**src/sv/espc_pkg.sv**
```systemverilog
package espc_pkg;

    // Defaults for the top-level parameters
    localparam int TABLE_SLOTS_DEF = 1024;
    localparam int VERTEX_BITS_DEF = 16;

    // Fixed field widths
    localparam int VTX_W     = 16;
    localparam int CNT_OUT_W = 10;
    localparam int STATUS_W  = 3;
    localparam int CMD_W     = 2;

    // Golden-ratio multiplier of the key hash
    localparam logic [63:0] HASH_MUL = 64'h9E37_79B9_7F4A_7C15;

    // Command codes
    localparam logic [CMD_W-1:0] CMD_CLEAR = 2'd0;
    localparam logic [CMD_W-1:0] CMD_ADD   = 2'd1;
    localparam logic [CMD_W-1:0] CMD_QUERY = 2'd2;

    // Status codes
    localparam logic [STATUS_W-1:0] ST_ADDED    = 3'd0;
    localparam logic [STATUS_W-1:0] ST_PARALLEL = 3'd1;
    localparam logic [STATUS_W-1:0] ST_SELF     = 3'd2;
    localparam logic [STATUS_W-1:0] ST_FULL     = 3'd3;
    localparam logic [STATUS_W-1:0] ST_IGNORED  = 3'd4;
    localparam logic [STATUS_W-1:0] ST_FOUND    = 3'd5;
    localparam logic [STATUS_W-1:0] ST_ABSENT   = 3'd6;
    localparam logic [STATUS_W-1:0] ST_CLEARED  = 3'd7;

    typedef struct packed {
        logic [CMD_W-1:0] command;
        logic [VTX_W-1:0] u_index;
        logic [VTX_W-1:0] v_index;
        logic             edge_directed;
    } in_item_t;

    typedef struct packed {
        logic [STATUS_W-1:0]  status;
        logic [CNT_OUT_W-1:0] edges_stored;
        logic [CNT_OUT_W-1:0] directed_total;
        logic                 list_valid;
    } out_item_t;

    // One hash table slot
    typedef struct packed {
        logic             used;
        logic             dir;
        logic [VTX_W-1:0] a;
        logic [VTX_W-1:0] b;
    } slot_t;

    localparam int SLOT_W = $bits(slot_t);

    // Controller to datapath commands
    typedef struct packed {
        logic load;
        logic hash;
        logic addr_first;
        logic probe;
        logic probe_next;
        logic sweep;
        logic finish;
    } ctl_cmd_t;

    // Datapath to controller status
    typedef struct packed {
        logic need_sweep;
        logic need_probe;
        logic probe_done;
        logic sweep_last;
        logic out_free;
    } dp_stat_t;

endpackage

```
**src/sv/espc_ctrl.sv**
```systemverilog
module espc_ctrl (
    input  logic                aclk,
    input  logic                aresetn,
    input  logic                s_valid,
    output logic                s_ready,
    input  espc_pkg::dp_stat_t  stat,
    output espc_pkg::ctl_cmd_t  cmd
);
    import espc_pkg::*;

    localparam logic [2:0] S_INIT   = 3'd0;
    localparam logic [2:0] S_IDLE   = 3'd1;
    localparam logic [2:0] S_HASH   = 3'd2;
    localparam logic [2:0] S_ADDR   = 3'd3;
    localparam logic [2:0] S_PROBE  = 3'd4;
    localparam logic [2:0] S_SWEEP  = 3'd5;
    localparam logic [2:0] S_FINISH = 3'd6;

    logic [2:0] state_reg;
    logic [2:0] state_next;

    // Decode state into datapath commands and next state
    always_comb begin
        cmd        = '0;
        state_next = state_reg;
        s_ready    = 1'b0;
        unique case (state_reg)
            S_INIT: begin
                cmd.sweep = 1'b1;
                if (stat.sweep_last) begin
                    state_next = S_IDLE;
                end
            end
            S_IDLE: begin
                s_ready  = 1'b1;
                cmd.load = s_valid;
                if (s_valid) begin
                    state_next = S_HASH;
                end
            end
            S_HASH: begin
                cmd.hash = 1'b1;
                if (stat.need_sweep) begin
                    state_next = S_SWEEP;
                end else if (stat.need_probe) begin
                    state_next = S_ADDR;
                end else begin
                    state_next = S_FINISH;
                end
            end
            S_ADDR: begin
                cmd.addr_first = 1'b1;
                state_next     = S_PROBE;
            end
            S_PROBE: begin
                cmd.probe      = 1'b1;
                cmd.probe_next = !stat.probe_done;
                if (stat.probe_done) begin
                    state_next = S_FINISH;
                end
            end
            S_SWEEP: begin
                cmd.sweep = 1'b1;
                if (stat.sweep_last) begin
                    state_next = S_FINISH;
                end
            end
            S_FINISH: begin
                cmd.finish = stat.out_free;
                if (stat.out_free) begin
                    state_next = S_IDLE;
                end
            end
            default: begin
                state_next = S_INIT;
            end
        endcase
    end

    // Advance state; reset starts the table clearing pass
    always_ff @(posedge aclk) begin
        if (!aresetn) begin
            state_reg <= S_INIT;
        end else begin
            state_reg <= state_next;
        end
    end

endmodule

```
**config.mk**
```make
export PLATFORM = sky130hd
export DESIGN_NAME = espc_ctrl
export DESIGN_NICKNAME = d
export VERILOG_FILES = /design/src/sv/espc_pkg.sv /design/src/sv/espc_ctrl.sv
export SDC_FILE = /design/constraint.sdc
export NUM_CORES = 1
export LEC_CHECK = 0
export ABC_AREA = 1
export BUFFER_PORTS_ARGS = -buffer_cell sky130_fd_sc_hd__buf_2
export CAP_MARGIN = 40
export CORE_AREA = 4 4 41 43
export DETAILED_ROUTE_END_ITERATION = 12
export DIE_AREA = 0 0 45 47
export PLACE_DENSITY = 0.64
export SLEW_MARGIN = 20
export SYNTH_ARGS = -nofsm -noshare
export SYNTH_HDL_FRONTEND = slang
export SYNTH_SLANG_ARGS = --single-unit
```
**constraint.sdc**
```tcl
create_clock -name aclk -period 1 [get_ports aclk]
set_input_delay 0.05 -clock aclk [delete_from_list [all_inputs] [get_ports aclk]]
set_output_delay 0.05 -clock aclk [all_outputs]
set_load 0.1 [all_outputs]
```
======== Word-level counts from Yosys, hierarchy flattened ========
Index checks and enable logic that the tools add are counted.
storage, ports and cells
  register bits after elaboration ......... 3
  input bits .............................. 8
  output and inout port bits .............. 8
  logic and storage cells ................. 31
cells by class
  equal/unequal tests ..................... 11
  multiplexer cells ....................... 15
  reductions and logical operators ........ 4
operator list
  operator                                             count
  two-way mux 3 bit                                    7
  one-hot mux 3 bit (7 select lines)                   1
  != test 2 bit, second input constant                 5
  equality test 3 bit, second input constant           3
  equality test 3 x 2 -> 1 bit, second input constant  2
  two-way mux 1 bit                                    6
  AND reduction 5 bit                                  1
  equality test 3 x 1 -> 1 bit, second input constant  1
  logical NOT 3 bit                                    1
  two-way mux 2 bit                                    1
  OR reduction 2 bit                                   1
  logical NOT 1 bit                                    1

======== Longest topological paths before layout ========
Gate-level depths: netlist (run 1).
  depth after elaboration ................. 3
  gate-level depth with buffers ........... 9
  mapped depth without buffers ............ 8

======== Worst setup path after synthesis (run 1) ========
OpenSTA, ideal clock, no wires.
  path type ............................... register to output
  from .................................... register state_reg[2]
  to ...................................... output cmd[6] in the netlist's numbering
  data arrival time ....................... 2.558 ns
  required time ........................... 0.950 ns
  setup slack ............................. -1.608 ns
  stages on the path, launching flop included .. 4
  buffers on the path ..................... 0
  cells stage by stage .................... dfxtp_1 -> inv_4 -> nand2_4 -> nor3_1
RTL lines
  item                    RTL line         RTL
  from (decl)             espc_ctrl.sv:19  logic [2:0] state_reg;
  from (signal assigned)  espc_ctrl.sv:85  state_reg <= state_next;
  to (decl)               espc_ctrl.sv:7   output espc_pkg::ctl_cmd_t cmd

==> impl_metrics.tcl, run 1 <==
set metrics [dict create \
    outcome "finished, violations left" \
    violations "setup timing" \
    synth_edf_count 0 \
    hold_viol_final 0 \
    synth_area_per_cell_sq_um 5.78 \
    fmax_ghz 0.768 \
    row_count 13 \
    worst_slew_pin_slew_ns 0.200 \
    path_clk_slew_ns 0.04 \
    via_per_inst 4.85 \
    slew_viol_final 0 \
    dp_hpwl_um 903 \
    max-clock-path-buffers 2 \
    slowest_delay_ns 0.37 \
    wl_per_cell_um 13.3 \
    ios 16 \
    die_area_sq_um 2120 \
    seq_area_frac_synth 0.165 \
    num_antenna_cells 0 \
    syn_area_sq_um 364 \
    top_layer "met4" \
    whs_path_depth 3 \
    cp.required_ns 0.95 \
    post-route-min-period_ns 1.30 \
    setup_violations 11 \
    crit_path_start_kind "flop" \
    synth_top_area_share 0.165 \
    fill_cells 101 \
    slowest_stage "dfxtp_4" \
    fin_util 0.665 \
    first_global_vias 546 \
    worstPathMaxFanout 7 \
    hold_buffers 0 \
    path_delay_family "buffers and inverters" \
    max-slew-margin-rel 0.867 \
    die_x_um 45 \
    yosysMostFrequentCell "nand2_1" \
    place_ws_ns -0.221 \
    yosysTopAreaCell "dfxtp_1" \
    drc 0 \
    dr_wl_met3_um 50 \
    wl_met1_um 596 \
    syn_nets 71 \
    syn_inst 63 \
    skew_ns 0.000688 \
    cts_tree "built" \
    cp_num_buf_inv 3 \
    gp_congestion 0.787 \
    path_class "flop to primary output" \
    layout-drive-gt1-share 0.630 \
    post-route-period-util 1.30 \
    largest_reg_flops 3 \
    drt_iter0_markers 9 \
    routed_wl_um 1520 \
    routed-wl-met2_um 861 \
    grt_max_degree 8 \
    arrival_ns 1.25 \
    gr-total-overflow 0 \
    grt_antenna_before_repair 0 \
    reg2regPathDepth 8 \
    fin_nets 109 \
    yosysWarningCount 0 \
    synth_common_cells "nand2_1, inv_1, nor2_1" \
    path_common_cell "buf_12" \
    clock-sinks 3 \
    htree_levels 1 \
    synth-seq-cells 3 \
    fp.dieH_um 47 \
    worst-path-stages 5 \
    numCtsBuffers 3 \
    cts_root_buf "clkbuf_4" \
    grt_pass1_wl_um 2300 \
    yosysUniqueCellTypes 19 \
    rsz0062_at_grt "yes" \
    path_cells "inv_8 > nand2_8 > buf_12 > nor3_4 > buf_12" \
    crit_path_end_kind "primary output" \
    synthArstFlopShare 0 \
    firstDrtPassIters 4 \
    ys.flop_type "dfxtp_1" \
    layout_setup_ws_ns -0.302 \
    portBuffers 15 \
    cap_violations 0 \
    ant_nets 0 \
    initial_core_util 0.280 \
    r2r_slack_ns -0.23 \
    min_path_type "input port to flop" \
    worstSkewPairLatency_ns 0.23 \
    via_count 558 \
    core_sq_um 1300 \
    synthTopCellsByArea "dfxtp_1, nand2_1, inv_1" \
    grt_util_all_layers 0.145 \
    syn2layout_area_growth_pct 138 \
]
==> layer usage <==
metal,up-vias,GRT usage
met5,-,0
met3,2,0.0115
li1,268,-
met2,14,0.277
met1,274,0.170
met4,0,0.0468
==> repair_timing <==
item | 4_1_cts | 5_1_grt
pin swaps | 6 | 3
buffers inserted | 5 | 5
gates resized for setup | 12 | 5
endpoints found under the setup margin | 11 | 11
==> worst reg2reg max path, delay by kind of cell (launching register included) <==
| family | cells | cell delay, ns |
|---|---|---|
| buf+inv | 2 | 0.28 |
| flops | 1 | 0.38 |
| simple gates | 6 | 0.46 |
==> stage by stage <==
step / instances / instance area [sq um] / setup TNS (ns) / hold WS [ns]
6_report: 115 / 866 / -2.46 / 0.0635
5_1_grt: 115 / 866 / -3.06 / 0.0855
4_1_cts: 110 / 808 / -2.26 / 0.0510
3_5_place_dp: 101 / 709 / -1.21 / 0.298
3_3_place_gp: 101 / 709 / -1.08 / 0.298
2_1_floorplan: 63 / 430 / -2.87 / 0.163
==> placed cells by master, fill, tap and decap left out, types with 2 or more instances in the layout <==
cell | netlist | final
buf_12 | 0 | 9
nor2_1 | 10 | 8
nand2_1 | 13 | 11
buf_6 | 1 | 3
dfxtp_4 | 0 | 3
clkbuf_4 | 0 | 3
buf_4 | 1 | 16
inv_2 | 0 | 3
nand4_1 | 2 | 2
nor3_4 | 0 | 2
nor2_4 | 2 | 5
buf_2 | 0 | 7
inv_1 | 12 | 8
nand2_2 | 2 | 2
nand2_4 | 2 | 3
nand3_2 | 0 | 4
nand3_1 | 6 | 2
==> logic make-up (layout without fill, tap and decap cells) <==
group	count (synthesis)	in the layout	synth area share
AND/OR/NAND/NOR	41	41	0.577
buffers and inverters	15	52	0.192
AO/OA/AOI/OAI	4	4	0.0653
flip-flops	3	3	0.165
==> layout make-up <==
class	instances	area, sq um	share of cell area
Clock buffer	4	26.3	0.0303
Inverter	13	60.1	0.0694
Multi-Input combinational cell	45	320	0.370
Sequential cell	3	71.3	0.0824
Tap cell	15	18.8	0.0217
Timing Repair Buffer	35	369	0.426
==> final timing paths <==
check,endpoint,from
setup / recovery,cmd[6],state_reg[2]$_SDFFE_PN0P_
hold reg to reg,state_reg[2]$_SDFFE_PN0P_,state_reg[2]$_SDFFE_PN0P_
setup reg to reg,state_reg[2]$_SDFFE_PN0P_,state_reg[0]$_SDFFE_PN0P_
hold / removal,state_reg[0]$_SDFFE_PN0P_,aresetn
Power of run 1 is not shown: default switching activity piles up to over one toggle a cycle in this logic, so the estimate is an artifact.
==> inputs of run 2 (changes only) <==
Settings changed: BUFFER_PORTS_ARGS -buffer_cell sky130_fd_sc_hd__buf_2 to unset, DONT_BUFFER_PORTS set to 1, HOLD_SLACK_MARGIN set to 0.15, PLACE_DENSITY 0.64 to 0.53.
==> impl_metrics.tcl, run 2 (synthesis gave the netlist of run 1 again) <==
set metrics [dict create \
    layout_setup_ws_ns -0.283 \
    path_delay_family "flip-flops" \
    path_clk_slew_ns 0.05 \
    portBuffers 0 \
    endpoint "cmd[1]" \
    rsz0062_at_grt "yes" \
    layout_commonest_cell "buf_4" \
    row_count 13 \
    worst_slew_pin_slew_ns 0.177 \
    cts_root_buf "clkbuf_4" \
    dp_hpwl_um 842 \
    post-route-min-period_ns 1.28 \
    worst-path-stages 5 \
    place_ws_ns -0.171 \
    cap_violations 0 \
    max-clock-path-buffers 2 \
    initial_core_util 0.280 \
    path_class "flop to primary output" \
    drt_iter0_markers 6 \
    r2r_end "state_reg[0]$_SDFFE_PN0P_" \
    routed_wl_um 1410 \
    r2r_slack_ns -0.25 \
    worstPathMaxFanout 5 \
    cp.required_ns 0.95 \
    fin_util 0.701 \
    firstDrtPassIters 3 \
    numCtsBuffers 3 \
    fp.dieH_um 47 \
    crit_path_end_kind "primary output" \
    largest_reg_flops 3 \
    core_sq_um 1300 \
    gp_congestion 0.877 \
    wl_per_cell_um 12.4 \
    outcome "finished, violations left" \
    ant_nets 0 \
    syn2layout_area_growth_pct 151 \
    die_x_um 45 \
    design_area_sq_um 912 \
    arrival_ns 1.23 \
    grt_util_all_layers 0.166 \
    first_global_vias 545 \
    path_cells "buf_6 > buf_4 > nand3_4 > nand2_4 > buf_12" \
    crit_path_start_kind "flop" \
    r2r_start "state_reg[0]$_SDFFE_PN0P_" \
    clock-sinks 3 \
    via_per_inst 4.71 \
    post-route-period-util 1.28 \
    num_antenna_cells 0 \
    htree_levels 1 \
    layout-drive-gt1-share 0.586 \
    setup.worst_path.start "state_reg[0]$_SDFFE_PN0P_" \
    ios 16 \
    cp_num_buf_inv 3 \
    max-slew-margin-rel 0.881 \
    fill_cells 98 \
    setup_violations 11 \
    reg2regPathDepth 9 \
    slowest_stage "dfxtp_4" \
    gr-total-overflow 0 \
    min_path_type "input port to flop" \
    hold_viol_final 0 \
    violations "setup timing" \
    drc 0 \
    via_count 537 \
    grt_antenna_before_repair 0 \
    hold_ws_ns 0.184 \
    fmax_ghz 0.779 \
    skew_ns 0.0106 \
    slew_viol_final 0 \
    grt_pass1_wl_um 2460 \
    grt_max_degree 6 \
    die_area_sq_um 2120 \
    cts_tree "built" \
    fin_nets 108 \
    slowest_delay_ns 0.41 \
    layout_common_cells "buf_4, nand2_1, buf_6" \
    placed_cell_area_sq_um 644 \
    worstSkewPairLatency_ns 0.25 \
]
-- run 2: changes by cell type in the layout (fill, tap and decap cells not counted), sizes merged --
| cell | delta |
|---|---|
| buf | -5 |
| dlygate4sd3 | +4 |
-- run 2: tightest hold or removal path, cell delays in order --
cell and delay (ns):
nor2_1 0.02, nand2_1 0.05, nand2_1 0.06, nand3_1 0.07
nand2_1 0.04, nor2_1 0.10
-- run 2: layout make-up --
cell class              count  area, sq um  share of cell area
inverters                  13         65.1              0.0713
multi-input cells          45          328               0.359
repair buffers             34          403               0.442
well taps                  15         18.8              0.0206
clock buffers               4         26.3              0.0288
flip-flops and latches      3         71.3              0.0782
-- run 2: worst min path at each step --
stage / start / to / slack [ns] / cells past startpoint
floorplan: aresetn / state_reg[0]$_SDFFE_PN0P_ / 0.16 / 2
global placement: aresetn / state_reg[2]$_SDFFE_PN0P_ / 0.17 / 2
detailed placement: aresetn / state_reg[2]$_SDFFE_PN0P_ / 0.17 / 2
CTS: stat[1] / state_reg[2]$_SDFFE_PN0P_ / 0.18 / 6
global route: stat[3] / state_reg[0]$_SDFFE_PN0P_ / 0.25 / 6
finish: stat[3] / state_reg[0]$_SDFFE_PN0P_ / 0.18 / 6
-- run 2: metal layers --
| layer | share of wire | track usage | vias to the layer above |
|---|---|---|---|
| li1 | - | - | 269 |
| met5 | 0 | 0 | - |
| met2 | 0.51 | 0.294 | 14 |
| met1 | 0.41 | 0.174 | 247 |
| met3 | 0.036 | 0.0307 | 7 |
| met4 | 0.043 | 0.129 | 0 |
-- run 2: repair_timing --
action / in CTS / in global routing
gates resized for setup: 21 / 12
buffers inserted: 8 / 3
hold buffers: 4 / 0
endpoints found under the setup margin: 11 / 11
endpoints found under the hold margin: 3 / 0
pin swaps: 13 / 9
-- run 2: stage by stage --
stage / instances / setup TNS (ns)
finish: 114 / -2.65
global route: 114 / -3.29
CTS: 111 / -2.73
detailed placement: 95 / -0.825
global placement: 95 / -0.856
floorplan: 63 / -2.87
Power of run 2 is left out for the same reason.
==> inputs of run 3 (changes only) <==
Settings changed: ABC_AREA 1 to 0, BUFFER_PORTS_ARGS set to -buffer_cell sky130_fd_sc_hd__buf_2, DONT_BUFFER_PORTS 1 to unset, PLACE_DENSITY 0.53 to 0.57.
Clock period 1 ns to 1.36 ns, I/O delays scaled along.
==> impl_metrics.tcl, run 3 <==
set metrics [dict create \
    grt_pass1_wl_um 1370 \
    r2r_end "state_reg[0]$_SDFFE_PN0P_" \
    path_cells "nand2b_4 > nor2_4 > and2_4 > buf_12" \
    min_path_type "input port to flop" \
    layout-drive-gt1-share 0.649 \
    yosysMostFrequentCell "nor2_1" \
    numCtsBuffers 3 \
    dp_hpwl_um 650 \
    setup.worst_path.start "state_reg[1]$_SDFFE_PN0P_" \
    routed_wl_um 762 \
    place_inst 66 \
    syn_area_sq_um 299 \
    reg2regPathDepth 3 \
    arrival_ns 1.23 \
    worstPathMaxFanout 9 \
    portBuffers 15 \
    cp.required_ns 1.29 \
    final_cells 72 \
    path_class "flop to primary output" \
    crit_path_start_kind "flop" \
    ys.flop_type "dfxtp_1" \
    vdd_ir_drop_max_mv 0.916 \
    seq_area_frac_synth 0.201 \
    grt_util_all_layers 0.0907 \
    core_sq_um 1300 \
    synthArstFlopShare 0 \
    synth_area_per_cell_sq_um 8.08 \
    syn2layout_area_growth_pct 109 \
    skew_ns 0.00558 \
    worstSkewPairLatency_ns 0.24 \
    grt_antenna_before_repair 0 \
    max-slew-margin-rel 0.875 \
    ant_nets 0 \
    power_frac_seq 0.160 \
    powerDensity_nw_per_um2 2560 \
    r2r_slack_ns 0.22 \
    syn_inst 37 \
    row_count 13 \
    htree_levels 1 \
    endpoint "cmd[6]" \
    worst_slew_pin_slew_ns 0.188 \
    first_global_vias 302 \
    p_sw_mw 0.892 \
    initial_core_util 0.230 \
    synth_top_area_share 0.201 \
    num_antenna_cells 0 \
    outcome "finished clean" \
    leakage_nw 0.247 \
    via_per_inst 4.57 \
    max-clock-path-buffers 2 \
    slew_viol_final 0 \
    wl_per_cell_um 10.6 \
    layout_common_cells "buf_12, buf_2, nor2_4" \
    placed_cell_area_sq_um 569 \
    cts_tree "built" \
    fmax_ghz 0.773 \
    drc 0 \
    swShare 0.557 \
    grt_max_degree 12 \
    gp_congestion 0.761 \
    syn_nets 45 \
    cts_setup_buffers 0 \
    yosysWarningCount 0 \
    cap_violations 0 \
    synthTopCellsByArea "dfxtp_1, mux2i_1, nor2_1" \
    hold_viol_final 0 \
    largest_reg_flops 3 \
    worst-path-stages 4 \
    gr-total-overflow 0 \
    synth_common_cells "nor2_1, nand2_1, dfxtp_1, mux2i_1" \
    yosysUniqueCellTypes 21 \
    path_clk_slew_ns 0.04 \
    setup_violations 0 \
    layout_commonest_cell "buf_12" \
    yosysTopAreaCell "dfxtp_1" \
    rsz0062_at_grt "no" \
    p_comb_frac 0.742 \
    post-route-min-period_ns 1.29 \
    p_int_mw 0.710 \
    design_area_sq_um 626 \
    cts_root_buf "clkbuf_4" \
    firstDrtPassIters 4 \
    die_area_sq_um 2120 \
    via_count 329 \
    drt_iter0_markers 3 \
    fp.dieH_um 47 \
    setup_tns_ns 0 \
    synth-seq-cells 3 \
    slowest_delay_ns 0.37 \
    ios 16 \
    r2r_start "state_reg[0]$_SDFFE_PN0P_" \
    p_clk_frac 0.099 \
    cp_num_buf_inv 1 \
    synth_edf_count 0 \
    crit_path_end_kind "primary output" \
    path_delay_family "simple AND/OR/NAND/NOR gates" \
    fin_nets 66 \
    die_x_um 45 \
    clock-sinks 3 \
    post-route-period-util 0.951 \
    slowest_stage "dfxtp_4" \
]
run 3: final cells by class:
cell class                 count  area (sq um)
clock buffer                   4          26.3
inverter                       2          10.0
sequential                     3          71.3
timing repair buffer          19           230
fill                         138           676
multi-input combinational     29           269
tap                           15          18.8
run 3: metal layers:
layer  track usage  vias to the layer above  share of wire
met3        0.0268                        3          0.079
met5             0                        -              0
met2         0.136                       17           0.48
met1         0.109                      145           0.42
met4        0.0702                        0          0.025
li1              -                      164              -
run 3: worst min-delay path by stage:
stage / from / to / cells after the start
6_report: stat[0] / state_reg[2]$_SDFFE_PN0P_ / 4
5_1_grt: stat[0] / state_reg[2]$_SDFFE_PN0P_ / 4
4_1_cts: stat[0] / state_reg[2]$_SDFFE_PN0P_ / 4
3_5_place_dp: aresetn / state_reg[0]$_SDFFE_PN0P_ / 3
3_3_place_gp: aresetn / state_reg[0]$_SDFFE_PN0P_ / 3
2_1_floorplan: aresetn / state_reg[0]$_SDFFE_PN0P_ / 2
run 3: kinds of logic after synthesis:
logic type             share of synthesized area
AND/OR/NAND/NOR                            0.360
AO/OA/AOI/OAI                              0.197
buffers and inverters                      0.113
multiplexers                               0.100
flip-flops                                 0.201
XOR/XNOR                                  0.0293
run 3: power by group through the flow:
stage | combinational (mW) | clock, mW | sequential (mW)
after global routing | 1.24 | 0.168 | 0.271
after CTS | 1.20 | 0.165 | 0.255
after detailed placement | 1.19 | 0 | 0.246
after global placement | 1.19 | 0 | 0.243
after floorplan | 0.963 | 0 | 0.142
final | 1.19 | 0.158 | 0.256
run 3: through the flow:
step | hold slack [ns] | power, mW | util | worst slack [ns]
floorplan | 0.210 | 1.11 | - | -0.237
global placement | 0.333 | 1.43 | 0.438 | 0.0745
detailed placement | 0.347 | 1.44 | 0.438 | 0.0559
CTS | 0.176 | 1.62 | 0.477 | 0.0358
global route | 0.222 | 1.67 | 0.481 | 0.0107
finish | 0.178 | 1.60 | 0.481 | 0.0669
run 3: worst reg2reg max path, stage by stage (launching register included):
cell     delay [ns]
dfxtp_4        0.45
mux2i_1        0.21
a22o_1         0.21
mux2i_1        0.19
run 3: repair_timing:
action	in CTS	in global routing
hold endpoints to repair	3	0
gates resized for setup	3	2
endpoints found under the setup margin	7	2
pin swaps	0	0
hold buffers	2	0
Note: power is estimated with default switching activity, not from simulation.
